[config.mk]
export PLATFORM = sky130hd
export DESIGN_NAME = packed_zigzag_delta_decoder
export DESIGN_NICKNAME = d
export VERILOG_FILES = /design/src/pzdd_pkg.sv /design/src/packed_zigzag_delta_decoder.sv
export SDC_FILE = /design/constraint.sdc
export NUM_CORES = 1
export LEC_CHECK = 0
export BUFFER_PORTS_ARGS = -buffer_cell sky130_fd_sc_hd__buf_2
export CORE_MARGIN = 8
export CORE_UTILIZATION = 40
export CTS_CLUSTER_SIZE = 28
export DETAILED_ROUTE_END_ITERATION = 10
export PLACE_DENSITY = 0.61
export SLEW_MARGIN = 20
export SYNTH_ARGS = -nofsm -noshare
export SYNTH_HDL_FRONTEND = slang
export SYNTH_SLANG_ARGS = --single-unit
[constraint.sdc]
create_clock -name clk_i -period 23.5 [get_ports clk_i]
set_clock_uncertainty 0.05 [all_clocks]
set_input_delay 5.875 -clock clk_i [delete_from_list [all_inputs] [get_ports clk_i]]
set_output_delay 5.875 -clock clk_i [all_outputs]
set_load 0.02 [all_outputs]
[src/pzdd_pkg.sv]
// Package for the packed zigzag delta decoder: parser phases, codes and helpers.
package pzdd_pkg;

  // Default width of the length counter.
  localparam int unsigned DefaultLengthBits = 32;

  // Widths of the message word and of a decoded value.
  localparam int unsigned ByteW  = 8;
  localparam int unsigned ValueW = 64;

  // Wire types that the parser understands.
  localparam logic [2:0] WireVarint = 3'd0;
  localparam logic [2:0] WireLength = 3'd2;

  // Field numbers with a meaning of their own.
  localparam logic [4:0] FieldSeed  = 5'd3;
  localparam logic [4:0] FieldRunA  = 5'd4;
  localparam logic [4:0] FieldRunB  = 5'd5;

  // Varint shift bookkeeping: payload bits stop at 64, the count stops at 70.
  localparam logic [6:0] ShiftStep  = 7'd7;
  localparam logic [6:0] ShiftBits  = 7'd64;
  localparam logic [6:0] ShiftLimit = 7'd70;

  // Parser phases.
  typedef enum logic [2:0] {
    PH_TAG    = 3'd0,
    PH_VARINT = 3'd1,
    PH_LEN    = 3'd2,
    PH_SKIP   = 3'd3,
    PH_RUN    = 3'd4
  } phase_e;

  // Zigzag decode of a 64-bit value.
  function automatic logic [ValueW-1:0] unzig(input logic [ValueW-1:0] v);
    unzig = (v >> 1) ^ {ValueW{v[0]}};
  endfunction

  // True for the field numbers that carry a packed run.
  function automatic logic is_run_field(input logic [4:0] fnum);
    is_run_field = (fnum == FieldRunA) || (fnum == FieldRunB);
  endfunction

endpackage

[src/packed_zigzag_delta_decoder.sv]
// Top level of the packed zigzag delta decoder: byte parser and output queue.
//
//  channel | direction | handshake               | payload
//  --------+-----------+-------------------------+------------------------------
//  input   | in        | in_valid_i / in_stall_o | msg_byte_i, end_of_msg_i
//  output  | out       | out_valid_o/out_stall_i | sample_o, last_sample_o
//
// One input word is taken every cycle while the output queue is not full; the
// parser state and the running sum are updated in the same cycle through one
// 64-bit add and a barrel shift. Results are registered into a two-entry output
// queue whose head drives the output, so input stalls only while it is full.
// Reset returns the parser to the tag phase with all sums and the seed at zero.
module packed_zigzag_delta_decoder #(
  parameter int unsigned LENGTH_BITS = pzdd_pkg::DefaultLengthBits
) (
  input  logic                                  clk_i,
  input  logic                                  rst_ni,
  input  logic                                  in_valid_i,
  output logic                                  in_stall_o,
  input  logic [pzdd_pkg::ByteW-1:0]            msg_byte_i,
  input  logic                                  end_of_msg_i,
  output logic                                  out_valid_o,
  input  logic                                  out_stall_i,
  output logic signed [pzdd_pkg::ValueW-1:0]    sample_o,
  output logic                                  last_sample_o
);
  import pzdd_pkg::*;

  localparam logic [ValueW-1:0] MaxLen = {ValueW{1'b1}} >> (ValueW - LENGTH_BITS);

  // Parser state.
  phase_e                  phase_q, phase_d;
  logic [4:0]              field_q, field_d;
  logic [ValueW-1:0]       acc_q, acc_d;
  logic [6:0]              shift_q, shift_d;
  logic [LENGTH_BITS-1:0]  left_q, left_d;
  logic [ValueW-1:0]       seed_q, seed_d;
  logic [ValueW-1:0]       sum_q, sum_d;
  logic                    taken_q, taken_d;
  logic                    halted_q, halted_d;

  // Result of the current word.
  logic                    emit;
  logic [ValueW-1:0]       emit_val;
  logic                    emit_last;

  // Helper values.
  logic                    accept;
  logic                    more;
  logic [ValueW-1:0]       acc_gather;
  logic [6:0]              shift_gather;
  logic [ValueW-1:0]       len_sat;
  logic [LENGTH_BITS-1:0]  len;
  logic [LENGTH_BITS-1:0]  left_dec;
  logic [ValueW-1:0]       sum_add;

  // Output queue.
  logic [1:0]              count_q;
  logic [ValueW-1:0]       head_val_q, tail_val_q;
  logic                    head_last_q, tail_last_q;
  logic                    push, pop;

  assign accept = in_valid_i && !in_stall_o;
  assign more   = msg_byte_i[7];

  // Gather seven payload bits into the varint accumulator.
  always_comb begin
    acc_gather = acc_q;
    if (shift_q < ShiftBits) begin
      acc_gather = acc_q | ({{(ValueW-7){1'b0}}, msg_byte_i[6:0]} << shift_q[5:0]);
    end
    shift_gather = (shift_q < ShiftLimit) ? shift_q + ShiftStep : shift_q;
  end

  // Length with saturation, remaining count and the delta sum.
  assign len_sat  = (acc_gather > MaxLen) ? MaxLen : acc_gather;
  assign len      = len_sat[LENGTH_BITS-1:0];
  assign left_dec = (left_q != '0) ? left_q - LENGTH_BITS'(1) : left_q;
  assign sum_add  = sum_q + unzig(acc_gather);

  // Next state of the parser and the result of this word.
  always_comb begin
    phase_d   = phase_q;
    field_d   = field_q;
    acc_d     = acc_q;
    shift_d   = shift_q;
    left_d    = left_q;
    seed_d    = seed_q;
    sum_d     = sum_q;
    taken_d   = taken_q;
    halted_d  = halted_q;
    emit      = 1'b0;
    emit_val  = seed_q;
    emit_last = 1'b0;

    if (!halted_q) begin
      case (phase_q)
        PH_VARINT: begin
          acc_d   = acc_gather;
          shift_d = shift_gather;
          if (!more || end_of_msg_i) begin
            if (field_q == FieldSeed) begin
              seed_d = unzig(acc_gather);
            end
            acc_d   = '0;
            shift_d = '0;
            phase_d = PH_TAG;
          end
        end
        PH_LEN: begin
          acc_d   = acc_gather;
          shift_d = shift_gather;
          if (!more || end_of_msg_i) begin
            acc_d   = '0;
            shift_d = '0;
            left_d  = len;
            if (is_run_field(field_q) && !taken_q) begin
              taken_d   = 1'b1;
              sum_d     = seed_q;
              emit      = 1'b1;
              emit_val  = seed_q;
              emit_last = (len == '0) || end_of_msg_i;
              phase_d   = (len == '0) ? PH_TAG : PH_RUN;
            end else begin
              phase_d   = (len == '0) ? PH_TAG : PH_SKIP;
            end
          end
        end
        PH_SKIP: begin
          left_d = left_dec;
          if (left_dec == '0) begin
            phase_d = PH_TAG;
          end
        end
        PH_RUN: begin
          left_d  = left_dec;
          acc_d   = acc_gather;
          shift_d = shift_gather;
          if (!more || (left_dec == '0) || end_of_msg_i) begin
            sum_d     = sum_add;
            acc_d     = '0;
            shift_d   = '0;
            emit      = 1'b1;
            emit_val  = sum_add;
            emit_last = (left_dec == '0) || end_of_msg_i;
            if (left_dec == '0) begin
              phase_d = PH_TAG;
            end
          end
        end
        default: begin
          field_d = msg_byte_i[7:3];
          acc_d   = '0;
          shift_d = '0;
          if (msg_byte_i[2:0] == WireVarint) begin
            phase_d = PH_VARINT;
          end else if (msg_byte_i[2:0] == WireLength) begin
            phase_d = PH_LEN;
            if (end_of_msg_i && is_run_field(msg_byte_i[7:3]) && !taken_q) begin
              taken_d   = 1'b1;
              sum_d     = seed_q;
              emit      = 1'b1;
              emit_val  = seed_q;
              emit_last = 1'b1;
            end
          end else begin
            phase_d  = PH_TAG;
            halted_d = 1'b1;
          end
        end
      endcase
    end

    // The final word of a message puts the parser back to its reset state.
    if (end_of_msg_i) begin
      phase_d  = PH_TAG;
      field_d  = '0;
      acc_d    = '0;
      shift_d  = '0;
      left_d   = '0;
      seed_d   = '0;
      sum_d    = '0;
      taken_d  = 1'b0;
      halted_d = 1'b0;
    end
  end

  // Parser registers, updated on each accepted word.
  always_ff @(posedge clk_i or negedge rst_ni) begin
    if (!rst_ni) begin
      phase_q  <= PH_TAG;
      field_q  <= '0;
      acc_q    <= '0;
      shift_q  <= '0;
      left_q   <= '0;
      seed_q   <= '0;
      sum_q    <= '0;
      taken_q  <= 1'b0;
      halted_q <= 1'b0;
    end else if (accept) begin
      phase_q  <= phase_d;
      field_q  <= field_d;
      acc_q    <= acc_d;
      shift_q  <= shift_d;
      left_q   <= left_d;
      seed_q   <= seed_d;
      sum_q    <= sum_d;
      taken_q  <= taken_d;
      halted_q <= halted_d;
    end
  end

  // Two-entry output queue; the head drives the output port.
  assign push        = accept && emit;
  assign pop         = out_valid_o && !out_stall_i;
  assign out_valid_o = (count_q != 2'd0);
  assign in_stall_o  = (count_q == 2'd2);
  assign sample_o    = head_val_q;
  assign last_sample_o = head_last_q;

  always_ff @(posedge clk_i or negedge rst_ni) begin
    if (!rst_ni) begin
      count_q <= 2'd0;
    end else begin
      count_q <= count_q + {1'b0, push} - {1'b0, pop};
    end
  end

  always_ff @(posedge clk_i) begin
    if (pop && (count_q == 2'd2)) begin
      head_val_q  <= tail_val_q;
      head_last_q <= tail_last_q;
    end else if (push && ((count_q == 2'd0) || pop)) begin
      head_val_q  <= emit_val;
      head_last_q <= emit_last;
    end
    if (push && (count_q == 2'd1) && !pop) begin
      tail_val_q  <= emit_val;
      tail_last_q <= emit_last;
    end
  end

  // The queue never holds more than two words.
  assert property (@(posedge clk_i) disable iff (!rst_ni) count_q != 2'd3)
    else $error("output queue count out of range");

  // A halted parser sits in the tag phase.
  assert property (@(posedge clk_i) disable iff (!rst_ni) halted_q |-> phase_q == PH_TAG)
    else $error("halted parser left the tag phase");

  // A run in progress was claimed and still has bytes to go.
  assert property (@(posedge clk_i) disable iff (!rst_ni)
    phase_q == PH_RUN |-> (taken_q && (left_q != '0)))
    else $error("run phase without a claimed run or bytes left");

  // After the final word of a message the parser is back at its start.
  assert property (@(posedge clk_i) disable iff (!rst_ni)
    (accept && end_of_msg_i) |=> (phase_q == PH_TAG && !taken_q && !halted_q
                                  && seed_q == '0))
    else $error("parser not cleared at message end");

endmodule
# After elaboration in Yosys (flattened, before gate mapping)
# Cells that the tools add are included.
[word_totals] reg_bits=373 elab_cells=178 out_inout_bits=67 inputBits=13
[classes] reduce_logical=50 order_cmp=3 add_sub_neg=5 n_mux=80 eq_ne=23 shifts=1 bitwise_logic=2
[op_table] operator="64-bit two-way mux" count=23
[op_table] operator="64-bit one-hot mux with 3 select lines" count=2
[op_table] operator="32-bit two-way mux" count=5
[op_table] operator="64-bit adder" count=1
[op_table] operator="64-bit by 32-bit greater-than comparator with 1-bit output, second input constant" count=1
[op_table] operator="32-bit logical NOT" count=2
[op_table] operator="64-bit bitwise OR" count=1
[op_table] operator="32-bit one-hot mux with 2 select lines" count=1
[op_table] operator="7-bit by 6-bit left shift with 64-bit output" count=1
[op_table] operator="63-bit by 64-bit bitwise XOR with 64-bit output" count=1
[op_table] operator="7-bit two-way mux" count=5
[op_table] operator="32-bit nonzero test" count=1
[op_table] operator="32-bit by 1-bit subtractor with 32-bit output, second input constant" count=1
[op_table] operator="1-bit two-way mux" count=25
[op_table] operator="3-bit two-way mux" count=8
[op_table] operator="7-bit one-hot mux with 3 select lines" count=1
[op_table] operator="5-bit by 3-bit equality test with 1-bit output, second input constant" count=4
[op_table] operator="5-bit two-way mux" count=3
[op_table] operator="7-bit less-than comparator, second input constant" count=2
[op_table] operator="3-bit inequality test, second input constant" count=4
[op_table] operator="3-bit one-hot mux with 4 select lines" count=1
[op_table] operator="1-bit logical AND" count=10
[op_table] operator="5-bit AND reduction" count=2
[op_table] operator="2-bit nonzero test" count=5
[op_table] operator="29 further kinds" count=54

# Depth between registers and ports, before layout
# Gate-level depths: netlist (run 1).
[logic_depth] word_depth=13 depth_mapped=22

# Worst setup path after synthesis (run 1)
# No wires, ideal clock.
[synth_timing] kind="input -> register" start="input end_of_msg_i" end="register tail_last_q, enable pin" slack_ns=11.339 path_stages=7 setup_ns=0.568 t_arrival_ns=11.543 path_cell_list="clkbuf_1 inv_1 nor4b_1 nand4_1 a21oi_1 o2111ai_1 nor3_1"
[synth_between] elab_chain_cells=10 elab_cells_between_ends=14 cone_classes="7 x mux; 7 x reduce/logical"
[synth_lines] item="from (decl)" line="packed_zigzag_delta_decoder.sv:21" rtl="input logic end_of_msg_i,"
[synth_lines] item="1-bit logical AND (2 in series)" line="packed_zigzag_delta_decoder.sv:159" rtl="if (end_of_msg_i && is_run_field(msg_byte_i[7:3]) && !taken_q) begin"
[synth_lines] item="1-bit two-way mux" line="packed_zigzag_delta_decoder.sv:159"
[synth_lines] item="1-bit two-way mux" line="packed_zigzag_delta_decoder.sv:157" rtl="end else if (msg_byte_i[2:0] == WireLength) begin"
[synth_lines] item="1-bit two-way mux" line="packed_zigzag_delta_decoder.sv:155" rtl="if (msg_byte_i[2:0] == WireVarint) begin"
[synth_lines] item="1-bit one-hot mux with 3 select lines (*)" line="packed_zigzag_delta_decoder.sv:97" rtl="case (phase_q)"
[synth_lines] item="1-bit two-way mux (*)" line="packed_zigzag_delta_decoder.sv:96" rtl="if (!halted_q) begin"
[synth_lines] item="1-bit logical AND (*)" line="packed_zigzag_delta_decoder.sv:214" rtl="assign push = accept && emit;"
[synth_lines] item="1-bit logical AND (*) (2 in series)" line="packed_zigzag_delta_decoder.sv:237" rtl="if (push && (count_q == 2'd1) && !pop) begin"
[synth_lines] item="to (signal assigned)" line="packed_zigzag_delta_decoder.sv:239" rtl="tail_last_q <= emit_last;"
[synth_lines] item="to (decl)" line="packed_zigzag_delta_decoder.sv:60" rtl="logic head_last_q, tail_last_q;"
# Mark *: on every way between the ends. The rest lies on a longest branch, timed or not.
# A chain may end at the register's enable or synchronous reset.

# Final worst setup path (run 1)
[layout_timing] start="input msg_byte_i[0] (netlist name)" end="register head_val_q[60] (netlist: sample_o[60]) (data pin)"
[layout_between] elab_chain_cells=10
[layout_lines] item="from (decl)" line="packed_zigzag_delta_decoder.sv:20" rtl="input logic [pzdd_pkg::ByteW-1:0] msg_byte_i,"
[layout_lines] item="7-bit by 6-bit left shift with 64-bit output" line="packed_zigzag_delta_decoder.sv:70" rtl="acc_gather = acc_q | ({{(ValueW-7){1'b0}}, msg_byte_i[6:0]} << shift_q[5:0]);"
[layout_lines] item="64-bit bitwise OR" line="packed_zigzag_delta_decoder.sv:70"
[layout_lines] item="64-bit two-way mux" line="packed_zigzag_delta_decoder.sv:69" rtl="if (shift_q < ShiftBits) begin"
[layout_lines] item="63-bit by 64-bit bitwise XOR with 64-bit output" line="pzdd_pkg.sv:36" rtl="unzig = (v >> 1) ^ {ValueW{v[0]}};"
[layout_lines] item="64-bit adder" line="packed_zigzag_delta_decoder.sv:79" rtl="assign sum_add = sum_q + unzig(acc_gather);"
[layout_lines] item="64-bit two-way mux" line="packed_zigzag_delta_decoder.sv:139" rtl="if (!more || (left_dec == '0) || end_of_msg_i) begin"
[layout_lines] item="64-bit two-way mux"
[layout_lines] item="64-bit two-way mux" line="packed_zigzag_delta_decoder.sv:96"
[layout_lines] item="net emit_val[60]" line="packed_zigzag_delta_decoder.sv:44" rtl="logic [ValueW-1:0] emit_val;"
[layout_lines] item="64-bit two-way mux" line="packed_zigzag_delta_decoder.sv:233" rtl="end else if (push && ((count_q == 2'd0) || pop)) begin"
[layout_lines] item="64-bit two-way mux" line="packed_zigzag_delta_decoder.sv:230" rtl="if (pop && (count_q == 2'd2)) begin"
[layout_lines] item="to (signal assigned)" line="packed_zigzag_delta_decoder.sv:231" rtl="head_val_q <= tail_val_q;"
[layout_lines] item="to (signal assigned)" line="packed_zigzag_delta_decoder.sv:234" rtl="head_val_q <= emit_val;"
[layout_lines] item="to (decl)" line="packed_zigzag_delta_decoder.sv:59" rtl="logic [ValueW-1:0] head_val_q, tail_val_q;"
# The timed path passes the listed nets, and every way through them passes these cells. The select of a mux whose other input is x is not followed.

==> results of run 1 <==
worst paths after layout:
path,to,slack [ns],cells past startpoint
min reg2reg,acc_q[6],0.43,2
max in group asynchronous,count_q[1],16.65,2
max reg2reg,sample_o[60],16.31,19
min in group asynchronous,sum_q[60],5.35,1
max,sample_o[60],11.59,20
min,acc_q[6],0.43,2
state kept, by name, indices dropped and copies added, names as in the netlist, 5 cells and up:
name        cells
seed_q         64
acc_q          64
shift_q         7
field_q         5
tail_val_q     64
sum_q          64
sample_o       64
left_q         32
worst max-delay path, delay by kind of cell:
kind	cells	cell delay (ns)
AO/OA/AOI/OAI	8	2.58
XOR/XNOR	1	0.08
adder cells (fa/ha/maj)	3	0.89
buffers and inverters	4	1.02
multiplexers	2	0.55
AND/OR/NAND/NOR	2	1.11
power by group through the flow:
stage / Combinational, mW / Sequential (mW) / Clock (mW)
2_1_floorplan: 1.22 / 1.02 / 0
5_1_grt: 1.87 / 1.03 / 0.775
6_report: 1.70 / 1.01 / 0.734
3_3_place_gp: 1.67 / 1.01 / 0
4_1_cts: 1.69 / 1.01 / 0.751
3_5_place_dp: 1.68 / 1.02 / 0
kinds of logic after synthesis:
kind of cell	share of synthesized area, %
AO/OA/AOI/OAI	20.9
XOR/XNOR	5.71
adder cells (fa/ha/maj)	3.86
buffers and inverters	3.47
flip-flops	44.2
multiplexers	6.58
AND/OR/NAND/NOR	15.2
layer usage:
| metal | global-route usage [%] | wire length [µm] | vias to the layer above |
|---|---|---|---|
| li1 | - | - | 8734 |
| met1 | 29.7 | 31400 | 9327 |
| met2 | 33.2 | 31200 | 612 |
| met3 | 3.52 | 4380 | 106 |
| met4 | 6.00 | 1750 | 0 |
| met5 | 0 | 0 | - |
metrics by stage:
step | area [µm²] | worst slack, ns | cells
after floorplan | 22600 | 11.34 | 2363
after global placement | 23700 | 11.49 | 3090
after detailed placement | 23700 | 11.24 | 3090
after CTS | 25200 | 11.83 | 3171
after global routing | 25200 | 11.28 | 3171
final | 25200 | 11.59 | 3171
placed cells by master (no fill, tap or decap), drive strengths merged, types with 61 or more instances in the layout:
| cell type | instances |
|---|---|
| o21ai | 149 |
| mux2 | 73 |
| xnor2 | 115 |
| a21oi | 188 |
| buf | 114 |
| a22o | 73 |
| nor2 | 236 |
| o31ai | 69 |
| clkbuf | 61 |
| nand2 | 258 |
| edfxtp | 130 |
| dfrtp | 243 |
| ha | 68 |
final cells by class:
| type | count | area, µm² | area share [%] |
|---|---|---|---|
| repair buffers | 114 | 672 | 2.66 |
| well taps | 756 | 946 | 3.75 |
| multi-input cells | 1801 | 11900 | 47.1 |
| inverters | 46 | 173 | 0.684 |
| flip-flops and latches | 373 | 9980 | 39.6 |
| clock inverters | 20 | 274 | 1.09 |
| clock buffers | 61 | 1290 | 5.11 |
==> flow_metrics.py, run 1 <==
metrics = {
    "floorplan": {
        "die_y_um": 254,
        "core-area_um2": 56100,
        "die_area_um2": 64300,
        "io_pins": 80,
        "die_w_um": 254,
        "initial_core_util_pct": 40.3,
        "rows": 87,
    },
    "sta": {
        "finalHoldViolCount": 0,
        "hold_ws_ns": 0.426,
        "slew_violations": 0,
        "fmaxAchievable_ghz": 0.0840,
        "setup_viol": 0,
        "relSlewSlack_pct": 23.4,
        "rsz0062_at_grt": "false",
        "period_needed_ns": 11.91,
        "min_period_over_period_pct": 50.7,
        "tightest_slew_ns": 1.13,
        "setup_tns_ns": 0,
    },
    "synth": {
        "yosys-top-cells-count": "258 x nand2_1, 243 x dfrtp_1, 236 x nor2_1, 187 x a21oi_1, 130 x edfxtp_1",
        "syn_area_per_cell_um2": 9.55,
        "synth.most_common_cell": "nand2_1",
        "synth_area_um2": 22600,
        "synth_seq_cells": 373,
        "synthArstFlopShare_pct": 65.1,
        "ys_warn_count": 0,
        "ys_types": 84,
        "yosysTopAreaCellShare_pct": 26.9,
        "synth_top_cell_by_area": "dfrtp_1",
        "syn_inst": 2363,
        "ys.flop_type": "dfrtp_1",
        "seq_area_frac_synth_pct": 44.2,
        "synth_enable_flop_cells": 130,
        "synth_area_leaders": "dfrtp_1 27%, edfxtp_1 17%, xnor2_1 4.5%, nand2_1 4.3%, a21oi_1 4.1%",
        "syn-num-nets": 2445,
    },
    "drt": {
        "wirelength_um": 68700,
        "ant_nets": 0,
        "wl_per_cell_um": 21.7,
        "drtIter0Drc": 1905,
        "first_pass_iters": 6,
        "drc_errors": 0,
        "via_per_inst": 5.92,
        "via_count": 18800,
    },
    "pwr": {
        "clockPowerShare_pct": 21.3,
        "vdd_ir_drop_max_v": 0.0000675,
        "cellPowerDensity_nw_per_um2": 137,
        "p_total_mw": 3.45,
        "p_int_mw": 1.96,
        "switchingPower_mw": 1.48,
        "p_comb_share_pct": 49.3,
        "swShare_pct": 43.1,
        "seq_power_share_pct": 29.4,
        "leakagePower_nw": 10.5,
    },
    "cells_and_area": {
        "fin_nets": 2462,
        "fin_util_pct": 45.0,
        "drive_gt1_share_pct": 12.3,
        "areaGrowthSynthToFinish_pct": 11.8,
        "fillers": 5256,
        "antenna_cells": 0,
    },
    "setup_path": {
        "crit_type": "primary input to register",
        "cp_slowest_stage_delay_ns": 0.93,
        "timing.rr.start": "shift_q[2]",
        "cp_slowest_cell": "nor4b_1",
        "cp_cell_sequence": "buf_2 -> nor4b_1 -> a21oi_1 -> inv_2 -> buf_4 -> ha_1 -> ha_1 -> inv_1 -> fa_1 -> nor2b_1 -> o211ai_1 -> a211o_1 -> a21oi_1 -> o31a_1 -> o21ai_0 -> a211oi_1 -> a41o_1 -> xor2_1 -> mux2_2 -> mux2_2",
        "cp.required_ns": 23.77,
        "worst-path-max-fanout": 55,
        "cp-end-kind": "register",
        "arrival_ns": 12.18,
        "cp-start-kind": "primary input",
        "crit_start": "msg_byte_i[0]",
    },
    "hold_path": {
        "hp-class": "register to register",
        "min_from": "acc_q[6]",
    },
    "cts": {
        "post_cts_buffers": 0,
        "cts-buffers-inserted": 44,
        "clk_pin_slew_worst_paths_ns": 0.06,
        "cts_sinks": 373,
        "hold_buffers": 0,
        "clkLatencyLatePin_ns": 0.58,
        "clockRootBuffer": "clkbuf_16",
        "cts_tree": "done",
        "cts_resized": 0,
        "clock_path_buffers": 3,
        "cts.htree.levels": 2,
    },
    "grt": {
        "grt_pass1_vias": 18200,
        "antenna_found_initial": 1,
        "grt_use_total_pct": 21.1,
        "grt_max_degree": 106,
        "grt_overflow": 0,
        "grt_pass1_wl_um": 108000,
    },
    "run": {
        "cap_violations": 0,
    },
    "placement": {
        "gp_congestion": 0.960,
        "post-dp-hpwl_um": 46700,
        "portBuffers": 79,
    },
    "run_status": {
        "status": "finished clean",
    },
}
(Power assumes the default switching activity.)
==> inputs of run 2 (changes only) <==
--- a/config.mk
+++ b/config.mk
@@ -10,7 +10,7 @@
 export CORE_UTILIZATION = 40
 export CTS_CLUSTER_SIZE = 28
 export DETAILED_ROUTE_END_ITERATION = 10
-export PLACE_DENSITY = 0.61
+export PLACE_DENSITY = 0.63
 export SLEW_MARGIN = 20
 export SYNTH_ARGS = -nofsm -noshare
 export SYNTH_HDL_FRONTEND = slang
==> constraint.sdc (replaced) <==
create_clock -name clk_i -period 10.79 [get_ports clk_i]
set_clock_uncertainty 0.05 [all_clocks]
set_input_delay 2.6975 -clock clk_i [delete_from_list [all_inputs] [get_ports clk_i]]
set_output_delay 2.6975 -clock clk_i [all_outputs]
set_load 0.02 [all_outputs]
==> flow_metrics.py, run 2 (synthesized netlist as in run 1, its figures left out) <==
metrics = {
    "run_status": {
        "status": "finished clean",
    },
    "grt": {
        "grt_pass1_vias": 18700,
        "antenna_found_initial": 2,
        "grt_pass1_wl_um": 110000,
        "grt_overflow": 0,
        "grt_use_total_pct": 21.6,
        "grt_max_degree": 119,
    },
    "run": {
        "cap_violations": 0,
    },
    "hold_path": {
        "min_from": "acc_q[30]",
        "hp-class": "register to register",
        "hold_path_end": "acc_q[30]",
        "min_path_cells": 2,
    },
    "sta": {
        "setup_viol": 0,
        "setup_tns_ns": 0,
        "min_period_over_period_pct": 72.6,
        "period_needed_ns": 7.83,
        "tightest_slew_ns": 1.17,
        "slew_violations": 0,
        "finalHoldViolCount": 0,
        "fmaxAchievable_ghz": 0.128,
        "rsz0062_at_grt": "false",
        "relSlewSlack_pct": 22.2,
    },
    "placement": {
        "dp.cells": 3093,
        "gp_congestion": 0.950,
        "portBuffers": 79,
        "post-dp-hpwl_um": 48100,
    },
    "setup_path": {
        "worst-path-max-fanout": 9,
        "r2r_end": "sample_o[60]",
        "cp_slowest_cell": "a211oi_1",
        "cp_cell_sequence": "buf_2 -> mux4_2 -> a22oi_1 -> mux2i_1 -> buf_4 -> a21oi_1 -> xnor2_1 -> ha_1 -> nand3_1 -> or2_2 -> a211o_1 -> a21oi_1 -> o31a_1 -> o21ai_0 -> a211oi_1 -> a41o_1 -> xor2_1 -> mux2_2 -> mux2_2",
        "r2r_setup_slack_ns": 4.39,
        "crit_type": "primary input to register",
        "r2r_cells": 18,
        "cp-start-kind": "primary input",
        "timing.rr.start": "shift_q[0]",
        "arrival_ns": 8.11,
        "cp.required_ns": 11.07,
        "cp_slowest_stage_delay_ns": 0.67,
        "cp-end-kind": "register",
    },
    "drt": {
        "ant_nets": 0,
        "first_pass_iters": 5,
        "via_per_inst": 5.99,
        "wirelength_um": 70500,
        "wl_per_cell_um": 22.2,
        "via_count": 19000,
        "drtIter0Drc": 1967,
        "drc_errors": 0,
    },
    "floorplan": {
        "die_w_um": 254,
        "die_area_um2": 64300,
        "rows": 87,
        "initial_core_util_pct": 40.3,
        "die_y_um": 254,
        "core-area_um2": 56100,
        "io_pins": 80,
    },
    "cts": {
        "hold_buffers": 0,
        "cts.htree.levels": 2,
        "post_cts_buffers": 0,
        "clk_pin_slew_worst_paths_ns": 0.06,
        "cts_tree": "done",
        "clockRootBuffer": "clkbuf_16",
        "clkLatencyLatePin_ns": 0.59,
        "cts_resized": 0,
        "clock_path_buffers": 3,
        "cts-buffers-inserted": 44,
        "cts_sinks": 373,
    },
    "pwr": {
        "leakagePower_nw": 10.5,
        "vdd_ir_drop_max_v": 0.000215,
        "cellPowerDensity_nw_per_um2": 299,
    },
    "cells_and_area": {
        "layout.cells.non_filler": 3174,
        "final_common_cell": "nand2_1",
        "regArea_um2": 9980,
        "antenna_cells": 0,
        "fin_nets": 2465,
        "drive_gt1_share_pct": 12.2,
        "multi_input_area_um2": 11900,
        "areaGrowthSynthToFinish_pct": 11.7,
        "fillers": 5318,
        "layout_common_cells": "257 x nand2_1, 243 x dfrtp_1, 233 x nor2_1, 186 x a21oi_1, 130 x edfxtp_1",
    },
}
[run 2: cell count changes in the layout (fill, tap and decap cells not counted), moves of 2 or more]
cell / previous run / this run
clkbuf_16: 47 / 45
clkinvlp_4: 4 / 1
inv_16: 0 / 2
buf_4: 34 / 38
clkinv_1: 1 / 3
clkbuf_1: 8 / 13
[run 2: layout make-up]
| class | instances | area share, % |
|---|---|---|
| Timing Repair Buffer | 117 | 2.74 |
| Tap cell | 756 | 3.75 |
| Sequential cell | 373 | 39.6 |
| Clock buffer | 63 | 4.93 |
| Inverter | 46 | 0.685 |
| Clock inverter | 18 | 1.10 |
| Multi-Input combinational cell | 1801 | 47.2 |
[run 2: worst max path at each step]
stage	slack (ns)	start	endpoint
after floorplan	1.81	end_of_msg_i	tail_last_q
after global placement	2.53	msg_byte_i[0]	sample_o[60]
after detailed placement	2.48	msg_byte_i[3]	sample_o[60]
after CTS	3.08	msg_byte_i[2]	sample_o[60]
after global routing	2.76	msg_byte_i[0]	sample_o[55]
final	2.96	msg_byte_i[3]	sample_o[60]
[run 2: metal layers]
| metal | vias up | GRT usage, % | wire length, µm |
|---|---|---|---|
| met3 | 142 | 4.36 | 5500 |
| met2 | 733 | 33.3 | 31200 |
| met4 | 2 | 7.07 | 2190 |
| met5 | - | 0 | 9 |
| li1 | 8742 | - | - |
| met1 | 9386 | 30.2 | 31600 |
[run 2: where the power goes]
group / leakage [nW] / internal (mW) / switching (mW)
combinational: 5.27 / 1.39 / 2.37
sequential: 4.49 / 1.91 / 0.297
clock: 0.739 / 0.953 / 0.629
[run 2: critical path: cells and delay by family]
kind                       cells  cell delay (ns)
adders and majority gates      1             0.41
muxes                          4             1.18
AOI/OAI and AO/OA              8             2.77
buffers and inverters          2             0.35
xor gates and xnor gates       2             0.25
and+or+nand+nor                2             0.45
[run 2: through the flow]
step / setup slack, ns / util, % / area [µm²] / total power, mW / hold WS, ns
after CTS: 3.08 / 45.0 / 25200 / 7.54 / 0.429
after global routing: 2.76 / 45.0 / 25200 / 8.02 / 0.448
after floorplan: 1.81 / - / 22600 / 4.89 / 0.399
after detailed placement: 2.48 / 42.2 / 23700 / 5.92 / 0.417
final: 2.96 / 45.0 / 25200 / 7.55 / 0.426
after global placement: 2.53 / 42.2 / 23700 / 5.86 / 0.412
